<file path="src/rtl/rmr_pkg.sv">
package rmr_pkg;

    // Operand bits taken from each input field (at most FIELD_W).
    localparam int VALUE_WIDTH = 16;
    localparam int FIELD_W     = 16;
    localparam int OP_W        = VALUE_WIDTH + 1;
    localparam int PROD_W      = 32;
    localparam int SUB_W       = PROD_W + 1;
    localparam int SHIFT_W     = $clog2(PROD_W);
    localparam int CNT_W       = $clog2(PROD_W);

    typedef struct packed {
        logic signed [FIELD_W-1:0] num_left;
        logic signed [FIELD_W-1:0] den_left;
        logic        [FIELD_W-1:0] root_left;
        logic signed [FIELD_W-1:0] num_right;
        logic signed [FIELD_W-1:0] den_right;
        logic        [FIELD_W-1:0] root_right;
    } rmr_item_t;

    typedef struct packed {
        logic signed [PROD_W-1:0] num_product;
        logic signed [PROD_W-1:0] den_product;
        logic        [PROD_W-1:0] root_product;
        logic                     zero_den;
    } rmr_result_t;

    typedef enum logic [6:0] {
        ST_IDLE = 7'b0000001,
        ST_MUL  = 7'b0000010,
        ST_TWOS = 7'b0000100,
        ST_GCD  = 7'b0001000,
        ST_DIVN = 7'b0010000,
        ST_DIVD = 7'b0100000,
        ST_DONE = 7'b1000000
    } rmr_state_t;

    localparam logic [1:0] MUL_NUM  = 2'd0;
    localparam logic [1:0] MUL_DEN  = 2'd1;
    localparam logic [1:0] MUL_ROOT = 2'd2;

endpackage

</file>
<file path="src/rtl/rational_multiply_reduce.sv">
// Multiplies two operands of the form (num / den) * sqrt(root) and reduces the
// numerator and denominator products by the GCD of their magnitudes; each keeps
// its own sign and the radicand product passes through unsimplified. One item is
// in work at a time and item_stall stays high until it is finished. Products and
// differences come from one signed 17x17 multiplier and one 33-bit subtractor
// under a small sequencer: three multiplies, a binary GCD of shift, subtract or
// swap steps, and two 32-step restoring divisions. A zero product denominator
// skips reduction and goes straight to the done state. The result sits in an
// output register, so the next item is taken while the last result is stalled.
module rational_multiply_reduce
    import rmr_pkg::*;
(
    input  logic        clk,
    input  logic        rst_n,
    input  logic        item_valid,
    output logic        item_stall,
    input  rmr_item_t   item,
    output logic        result_valid,
    input  logic        result_stall,
    output rmr_result_t result
);

    localparam logic [CNT_W-1:0] DIV_LAST = CNT_W'(PROD_W - 1);

    rmr_state_t state_reg, state_next;

    logic signed [OP_W-1:0] nl_reg, dl_reg, nr_reg, dr_reg;
    logic signed [OP_W-1:0] rl_reg, rr_reg;
    logic signed [OP_W-1:0] nl_next, dl_next, nr_next, dr_next;
    logic signed [OP_W-1:0] rl_next, rr_next;

    logic [1:0]         mcnt_reg, mcnt_next;
    logic [PROD_W-1:0]  n_reg, n_next, d_reg, d_next, root_reg, root_next;
    logic [PROD_W-1:0]  x_reg, x_next, y_reg, y_next, g_reg, g_next;
    logic [PROD_W-1:0]  nmag_reg, nmag_next, dmag_reg, dmag_next;
    logic [PROD_W-1:0]  quot_reg, quot_next, nq_reg, nq_next;
    logic [SUB_W-1:0]   rem_reg, rem_next;
    logic [SHIFT_W-1:0] k_reg, k_next;
    logic [CNT_W-1:0]   cnt_reg, cnt_next;
    logic               flag_reg, flag_next;

    logic        result_valid_reg, result_valid_next;
    rmr_result_t result_reg, result_next;

    logic                     item_xfer;
    logic                     out_load;
    logic signed [OP_W-1:0]   mul_a, mul_b;
    logic signed [2*OP_W-1:0] mul_full;
    logic [PROD_W-1:0]        mul_lo;
    logic [SUB_W-1:0]         sub_a, sub_b;
    logic [SUB_W:0]           sub_diff;
    logic                     sub_borrow;
    logic [PROD_W-1:0]        n_abs, d_abs, dq_final;

    assign item_xfer  = item_valid && !item_stall;
    assign item_stall = (state_reg != ST_IDLE);
    assign out_load   = !result_valid_reg || !result_stall;

    // Shared multiplier
    always_comb
    begin
        unique case (mcnt_reg)
            MUL_NUM:
            begin
                mul_a = nl_reg;
                mul_b = nr_reg;
            end
            MUL_DEN:
            begin
                mul_a = dl_reg;
                mul_b = dr_reg;
            end
            default:
            begin
                mul_a = rl_reg;
                mul_b = rr_reg;
            end
        endcase
    end

    assign mul_full = mul_a * mul_b;
    assign mul_lo   = mul_full[PROD_W-1:0];

    // Shared subtractor: GCD compare/subtract or one restoring division step
    always_comb
    begin
        if (state_reg == ST_GCD)
        begin
            sub_a = {1'b0, x_reg};
            sub_b = {1'b0, y_reg};
        end
        else
        begin
            sub_a = {rem_reg[PROD_W-1:0], quot_reg[PROD_W-1]};
            sub_b = {1'b0, g_reg};
        end
    end

    assign sub_diff   = {1'b0, sub_a} - {1'b0, sub_b};
    assign sub_borrow = sub_diff[SUB_W];

    assign n_abs    = n_reg[PROD_W-1] ? (~n_reg + 1'b1) : n_reg;
    assign d_abs    = d_reg[PROD_W-1] ? (~d_reg + 1'b1) : d_reg;
    assign dq_final = {quot_reg[PROD_W-2:0], !sub_borrow};

    always_comb
    begin
        state_next        = state_reg;
        nl_next           = nl_reg;
        dl_next           = dl_reg;
        rl_next           = rl_reg;
        nr_next           = nr_reg;
        dr_next           = dr_reg;
        rr_next           = rr_reg;
        mcnt_next         = mcnt_reg;
        n_next            = n_reg;
        d_next            = d_reg;
        root_next         = root_reg;
        x_next            = x_reg;
        y_next            = y_reg;
        g_next            = g_reg;
        nmag_next         = nmag_reg;
        dmag_next         = dmag_reg;
        quot_next         = quot_reg;
        nq_next           = nq_reg;
        rem_next          = rem_reg;
        k_next            = k_reg;
        cnt_next          = cnt_reg;
        flag_next         = flag_reg;
        result_next       = result_reg;
        result_valid_next = result_valid_reg && result_stall;

        unique case (state_reg)
            ST_IDLE:
            begin
                if (item_xfer)
                begin
                    nl_next = {{(OP_W-VALUE_WIDTH){item.num_left[VALUE_WIDTH-1]}},
                               item.num_left[VALUE_WIDTH-1:0]};
                    dl_next = {{(OP_W-VALUE_WIDTH){item.den_left[VALUE_WIDTH-1]}},
                               item.den_left[VALUE_WIDTH-1:0]};
                    nr_next = {{(OP_W-VALUE_WIDTH){item.num_right[VALUE_WIDTH-1]}},
                               item.num_right[VALUE_WIDTH-1:0]};
                    dr_next = {{(OP_W-VALUE_WIDTH){item.den_right[VALUE_WIDTH-1]}},
                               item.den_right[VALUE_WIDTH-1:0]};
                    rl_next = {{(OP_W-VALUE_WIDTH){1'b0}}, item.root_left[VALUE_WIDTH-1:0]};
                    rr_next = {{(OP_W-VALUE_WIDTH){1'b0}}, item.root_right[VALUE_WIDTH-1:0]};
                    mcnt_next  = MUL_NUM;
                    state_next = ST_MUL;
                end
            end
            ST_MUL:
            begin
                mcnt_next = mcnt_reg + 2'd1;
                unique case (mcnt_reg)
                    MUL_NUM: n_next = mul_lo;
                    MUL_DEN: d_next = mul_lo;
                    default:
                    begin
                        root_next = mul_lo;
                        mcnt_next = MUL_NUM;
                        if (d_reg == '0)
                        begin
                            flag_next  = 1'b1;
                            state_next = ST_DONE;
                        end
                        else
                        begin
                            flag_next  = 1'b0;
                            x_next     = n_abs;
                            y_next     = d_abs;
                            nmag_next  = n_abs;
                            dmag_next  = d_abs;
                            k_next     = '0;
                            state_next = ST_TWOS;
                        end
                    end
                endcase
            end
            ST_TWOS:
            begin
                // strip the common power of two
                if ((x_reg != '0) && !x_reg[0] && !y_reg[0])
                begin
                    x_next = x_reg >> 1;
                    y_next = y_reg >> 1;
                    k_next = k_reg + 1'b1;
                end
                else
                begin
                    state_next = ST_GCD;
                end
            end
            ST_GCD:
            begin
                priority if (x_reg == '0)
                begin
                    g_next     = y_reg << k_reg;
                    quot_next  = nmag_reg;
                    rem_next   = '0;
                    cnt_next   = '0;
                    state_next = ST_DIVN;
                end
                else if (!x_reg[0])
                begin
                    x_next = x_reg >> 1;
                end
                else if (!y_reg[0])
                begin
                    y_next = y_reg >> 1;
                end
                else if (!sub_borrow)
                begin
                    x_next = sub_diff[PROD_W-1:0];
                end
                else
                begin
                    // swap so the larger value is subtracted from next cycle
                    x_next = y_reg;
                    y_next = x_reg;
                end
            end
            ST_DIVN, ST_DIVD:
            begin
                rem_next  = sub_borrow ? sub_a : sub_diff[SUB_W-1:0];
                quot_next = dq_final;
                cnt_next  = cnt_reg + 1'b1;
                if (cnt_reg == DIV_LAST)
                begin
                    cnt_next = '0;
                    rem_next = '0;
                    if (state_reg == ST_DIVN)
                    begin
                        nq_next    = dq_final;
                        quot_next  = dmag_reg;
                        state_next = ST_DIVD;
                    end
                    else
                    begin
                        state_next = ST_DONE;
                    end
                end
            end
            ST_DONE:
            begin
                if (out_load)
                begin
                    result_next.root_product = root_reg;
                    result_next.zero_den     = flag_reg;
                    if (flag_reg)
                    begin
                        result_next.num_product = n_reg;
                        result_next.den_product = d_reg;
                    end
                    else
                    begin
                        result_next.num_product = n_reg[PROD_W-1] ? (~nq_reg + 1'b1)
                                                                  : nq_reg;
                        result_next.den_product = d_reg[PROD_W-1] ? (~quot_reg + 1'b1)
                                                                  : quot_reg;
                    end
                    result_valid_next = 1'b1;
                    state_next        = ST_IDLE;
                end
            end
            default:
            begin
                state_next = ST_IDLE;
            end
        endcase
    end

    always_ff @(posedge clk or negedge rst_n)
    begin
        if (!rst_n)
        begin
            state_reg        <= ST_IDLE;
            mcnt_reg         <= MUL_NUM;
            cnt_reg          <= '0;
            result_valid_reg <= 1'b0;
        end
        else
        begin
            state_reg        <= state_next;
            mcnt_reg         <= mcnt_next;
            cnt_reg          <= cnt_next;
            result_valid_reg <= result_valid_next;
        end
    end

    always_ff @(posedge clk)
    begin
        nl_reg     <= nl_next;
        dl_reg     <= dl_next;
        rl_reg     <= rl_next;
        nr_reg     <= nr_next;
        dr_reg     <= dr_next;
        rr_reg     <= rr_next;
        n_reg      <= n_next;
        d_reg      <= d_next;
        root_reg   <= root_next;
        x_reg      <= x_next;
        y_reg      <= y_next;
        g_reg      <= g_next;
        nmag_reg   <= nmag_next;
        dmag_reg   <= dmag_next;
        quot_reg   <= quot_next;
        nq_reg     <= nq_next;
        rem_reg    <= rem_next;
        k_reg      <= k_next;
        flag_reg   <= flag_next;
        result_reg <= result_next;
    end

    assign result_valid = result_valid_reg;
    assign result       = result_reg;

    a_item_starts_mul: assert property (@(posedge clk) disable iff (!rst_n)
        item_xfer |=> (state_reg == ST_MUL) && (mcnt_reg == MUL_NUM))
        else $error("accepted item did not start the multiply sequence");

    a_gcd_divisor_nonzero: assert property (@(posedge clk) disable iff (!rst_n)
        (state_reg == ST_GCD) |-> (y_reg != '0))
        else $error("GCD running with zero divisor operand");

    a_zero_flag_den: assert property (@(posedge clk) disable iff (!rst_n)
        (result_valid && result.zero_den) |-> (result.den_product == '0))
        else $error("zero_den set with nonzero denominator");

    a_den_nonzero: assert property (@(posedge clk) disable iff (!rst_n)
        (result_valid && !result.zero_den) |-> (result.den_product != '0))
        else $error("reduced denominator is zero");

endmodule

</file>
<file path="config.mk">
export PLATFORM = sky130hd
export DESIGN_NAME = rational_multiply_reduce
export DESIGN_NICKNAME = d
export VERILOG_FILES = /design/src/rtl/rmr_pkg.sv /design/src/rtl/rational_multiply_reduce.sv
export SDC_FILE = /design/constraint.sdc
export NUM_CORES = 2
export LEC_CHECK = 0
export BUFFER_PORTS_ARGS = -buffer_cell sky130_fd_sc_hd__buf_2
export CORE_AREA = 5 5 293 238
export CTS_CLUSTER_SIZE = 14
export DETAILED_ROUTE_END_ITERATION = 16
export DIE_AREA = 0 0 298 243
export PLACE_DENSITY = 0.74
export SETUP_SLACK_MARGIN = 0.5
export SLEW_MARGIN = 15
export SYNTH_ARGS = -nofsm -noshare
export SYNTH_HDL_FRONTEND = slang
export SYNTH_SLANG_ARGS = --single-unit
</file>
<file path="constraint.sdc">
create_clock -name clk -period 7.9 [get_ports clk]
set_input_delay 0.395 -clock clk [delete_from_list [all_inputs] [get_ports clk]]
set_output_delay 0.395 -clock clk [all_outputs]
set_load 0.01 [all_outputs]
</file>
Yosys cells after proc, flatten, opt, wreduce, memory -nomap -nowiden:

Cells that the tools add are included.

* output and inout bits: 99
* flip-flop bits (word level): 566
* word-level logic and storage cells: 159
* input bits: 100

* multiplexer cells: 55
* eq/ne operators: 22
* reductions and logical operators: 37
* shift-type cells: 1
* $mul: 1
* bitwise operators: 6
* $add $sub $neg: 8

Operator list (number)
* $mux W32: 25
* $pmux W32 S3: 2
* $add A32 B1 Y32 const B: 4
* $not A32 Y32: 4
* $pmux W32 S2: 2
* $pmux W17 S2: 2
* $logic_not A32 Y1: 2
* $mux W64: 1
* $mux W7: 8
* $pmux W7 S6: 1
* $sub A33 B32 Y34: 1
* $mux W33: 1
* $mul A17 B17 Y32: 1
* $reduce_bool A32 Y1: 1
* $shl A32 B5 Y32: 1
* $mux W5: 5
* $pmux W5 S2: 2
* $ne A2 B2 Y1 const B: 9
* $reduce_and A6 Y1: 3
* $reduce_and A2 Y1: 8
* $add A5 B1 Y5 const B: 2
* $eq A7 B1 Y1 const B: 1
* $eq A7 B2 Y1 const B: 1
* $eq A7 B3 Y1 const B: 1
* 25 further kinds: 42

Depth between registers and ports, before layout:

* word-level depth: 8
* gate-level depth with buffers: 30
* mapped depth without buffers: 27

Worst setup path before layout:

OpenSTA, ideal clock, no wires.

* path type: register -> register
* start: reg mcnt_reg[0]
* end: reg d_reg[29] (data pin)
* clock period less this slack: 7864 ps
* required time: 7632 ps
* library setup time: 268 ps
* stages on the path, launching flop included: 27
* arrival time: 7596 ps
* buffers on the path: 3
* path slack: 36 ps
* path through: dfrtp_1 -> clkbuf_1 -> clkbuf_1 -> buf_1 -> mux2i_1 -> o21ai_1 -> nand2_1 -> fa_1 -> fa_1 -> fa_1 -> inv_1 -> fa_1 -> fa_1 -> inv_1 -> fa_1 -> inv_1 -> ha_1 -> a21o_1 -> a21oi_1 -> o211ai_1 -> a31oi_1 -> o211ai_1 -> or4_1 -> and3_1 -> o21a_1 -> nor2_1 -> xnor2_1

* cells in the longest elaborated chain, start to end: 3
* elaborated cells on any way between the ends: 5
* those cells by class: mul: 1; eq/ne: 1; mux: 2; reduce/logical: 1

RTL lines
* from (decl): line rational_multiply_reduce.sv:32 `logic [1:0] mcnt_reg, mcnt_next;`
* from (signal assigned): line rational_multiply_reduce.sv:285 `mcnt_reg <= mcnt_next;`
* $eq A2 B1 Y1 / $logic_not A2 Y1 (equally long branches): line rational_multiply_reduce.sv:62 `unique case (mcnt_reg)`
* $pmux W17 S2: line rational_multiply_reduce.sv:62
* $mul A17 B17 Y32 *: line rational_multiply_reduce.sv:81 `assign mul_full = mul_a * mul_b;`
* named net mul_full[29]: line rational_multiply_reduce.sv:48 `logic signed [2*OP_W-1:0] mul_full;`
* to (signal assigned): line rational_multiply_reduce.sv:300 `d_reg <= d_next;`
* to (decl): line rational_multiply_reduce.sv:33 `logic [PROD_W-1:0] n_reg, n_next, d_reg, d_next, root_reg, root_next;`

Mark *: on every way through the listed nets, which the timed path passes. The rest lies on a longest branch.
A chain may end at the register's enable or synchronous reset.

Final worst setup path:

Same ends and word-level chain as after synthesis.

==> out/results.ini <==
[sta]
worst_pin_slew_ps = 1272
setup_viol = 0
fin_crit_sh_pct = 92.34
slew_headroom_pct = 14.91
rsz0062_at_grt = true
slew_viol_final = 0
min_period_ps = 7295
hold_violations = 0
finClkSkew_ps = 21.94
setup_tns_ps = 0
fmax_ghz = 0.1371

[synth]
synth_edf_count = 551
yosysUniqueCellTypes = 76
yosysSeqAreaShare_pct = 45.11
syn-mean-instance-area_um2 = 11.10
ys.warnings.count = 0
synthCells = 3380
syn_area_um2 = 37520
ys_ff_latch = 566
syn_nets = 3884
synthArstFlopShare_pct = 2.650
synth_ff_type = edfxtp_1

[clock_tree]
cts_tree = built
numClockSinks = 566
cts.clk_slew.worst_paths_ps = 70
cts_root_buf = clkbuf_16
h-tree-depth = 2
cts_buffer_depth = 3
clk_latency_ps = 640
numCtsBuffers = 57

[placement]
dp_hpwl_um = 76570
gp_congestion = 0.9776
io_buffers = 198

[finish]
layout.nets = 4250
layout_common_cells = edfxtp_1 (551), nand2_1 (498), inv_1 (322), fa_1 (279), nor2_1 (235)
fillCellCount = 4910
largest_register_ffs = 97
area_growth_pct = 17.01
final_common_cell = edfxtp_1
drive_gt1_share_pct = 16.65
regArea_um2 = 16930
multi_input_comb_area_um2 = 19330

[run]
max_cap_viol_count = 0

[route]
antenna_left = 0
route.detailed.drc = 0
initialDrtViolationCount = 3502
via_per_inst = 5.970
totalWireLength_um = 107200
dr.pass1.iters = 8
wl_per_cell_um = 22.97
vias = 27856

[global_routing]
grt-ovfl-total = 0
grt_start_max_net_pins = 112
grt_antenna_before_repair = 2
gr-usage-all-layers_pct = 29.13
grt_pass1_wl_um = 163700
grt_pass1_vias = 27294

[worst_setup_path]
crit_path_top_delay_cell = fa_1
arrival_ps = 7660
path_max_fanout = 7
crit_path_frequent_cell = fa_1
worstSetupPathType = flop to flop
crit_required_ps = 8270
cp-end-kind = flop
start_kind = flop
slowest_delay_ps = 550

[die]
dieWidth_um = 298
ios = 199
fp.dieH_um = 243
dieArea_um2 = 72410
start_util_pct = 56.44
core_area_um2 = 66470
rows = 85

[outcome]
outcome = completed

[worst_hold_path]
worst_hold_path_type = primary input to flop

-- logic make-up after synthesis --
| family | share of synthesized area (%) |
|---|---|
| adders and majority gates | 19.14 |
| AOI/OAI and AO/OA | 10.67 |
| muxes | 4.659 |
| buffers and inverters | 4.766 |
| and+or+nand+nor | 11.46 |
| xor gates and xnor gates | 4.202 |
| DFF | 45.11 |
-- cells in the mapped netlist (all sizes together), types with 36 or more instances --
master	instances	share of area, %
a21oi	96	1.3
a22oi	84	1.7
clkbuf	118	1.2
edfxtp	551	44
fa	283	15
ha	121	4.0
inv	332	3.3
mux2	39	1.2
mux2i	106	2.8
nand2	504	5.0
nor2	242	2.4
o21a	36	0.72
o21ai	203	2.7
xnor2	102	2.4
xor2	78	1.8
-- layer usage --
metal	up-vias	part of all wire [%]	track usage [%]
met5	-	0.012	0
met4	2	2.5	7.087
met3	165	12	8.094
met2	1534	43	43.08
met1	13622	42	43.18
li1	12533	-	-
-- layout make-up --
| cell class | instances | area share, % |
|---|---|---|
| Tap cell | 870 | 2.480 |
| Inverter | 333 | 2.850 |
| Multi-Input combinational cell | 2338 | 44.04 |
| Clock buffer | 65 | 3.318 |
| Sequential cell | 566 | 38.55 |
| Antenna cell | 1 | 0.005700 |
| Timing Repair Buffer | 450 | 7.684 |
| Clock inverter | 43 | 1.069 |
-- stage by stage --
stage                     util, %  instances  hold slack, ps  setup slack, ps  instance area [um^2]
after CTS                   64.91       4630           49.18            519.1                 43150
after floorplan                 -       3380           99.41            528.8                 37520
final                       66.04       4666           73.77            605.3                 43900
after global routing        66.04       4666           83.62            321.4                 43900
after detailed placement    60.03       4404           363.7            156.3                 39900
after global placement      60.03       4404           364.4            349.1                 39900
-- timing repair --
item                                    in CTS  in global routing
resized for setup                           39                102
pin swaps                                    7                 29
hold buffers                                98                  0
endpoints found under the setup margin      15                 30
hold endpoints to repair                   111                  0
setup buffers                               18                 32
cloned                                       2                  3
-- worst max-delay path, delay by kind of cell, from the launching register on --
family,cells,cell delay (ps)
and+or+nand+nor,5,1030
xor gates and xnor gates,1,100
adders and majority gates,7,3280
AOI/OAI and AO/OA,6,1040
DFF,1,420
muxes,1,170
buffers and inverters,8,950
-- final timing paths --
check / endpoint / slack (ps) / depth (start not counted) / startpoint
max in group asynchronous: state_reg[0] / 7320 / 2 / rst_n
min in group asynchronous: state_reg[3] / 240 / 2 / rst_n
worst max-delay path: d_reg[29] / 610 / 28 / mcnt_reg[0]
worst min register to register: result[15] / 420 / 0 / root_reg[14]
worst min-delay path: result_valid / 70 / 3 / result_stall
worst max register to register: d_reg[29] / 610 / 28 / mcnt_reg[0]
Power is not shown: default switching activity piles up to over one toggle a cycle in this logic, so the estimate is an artifact.
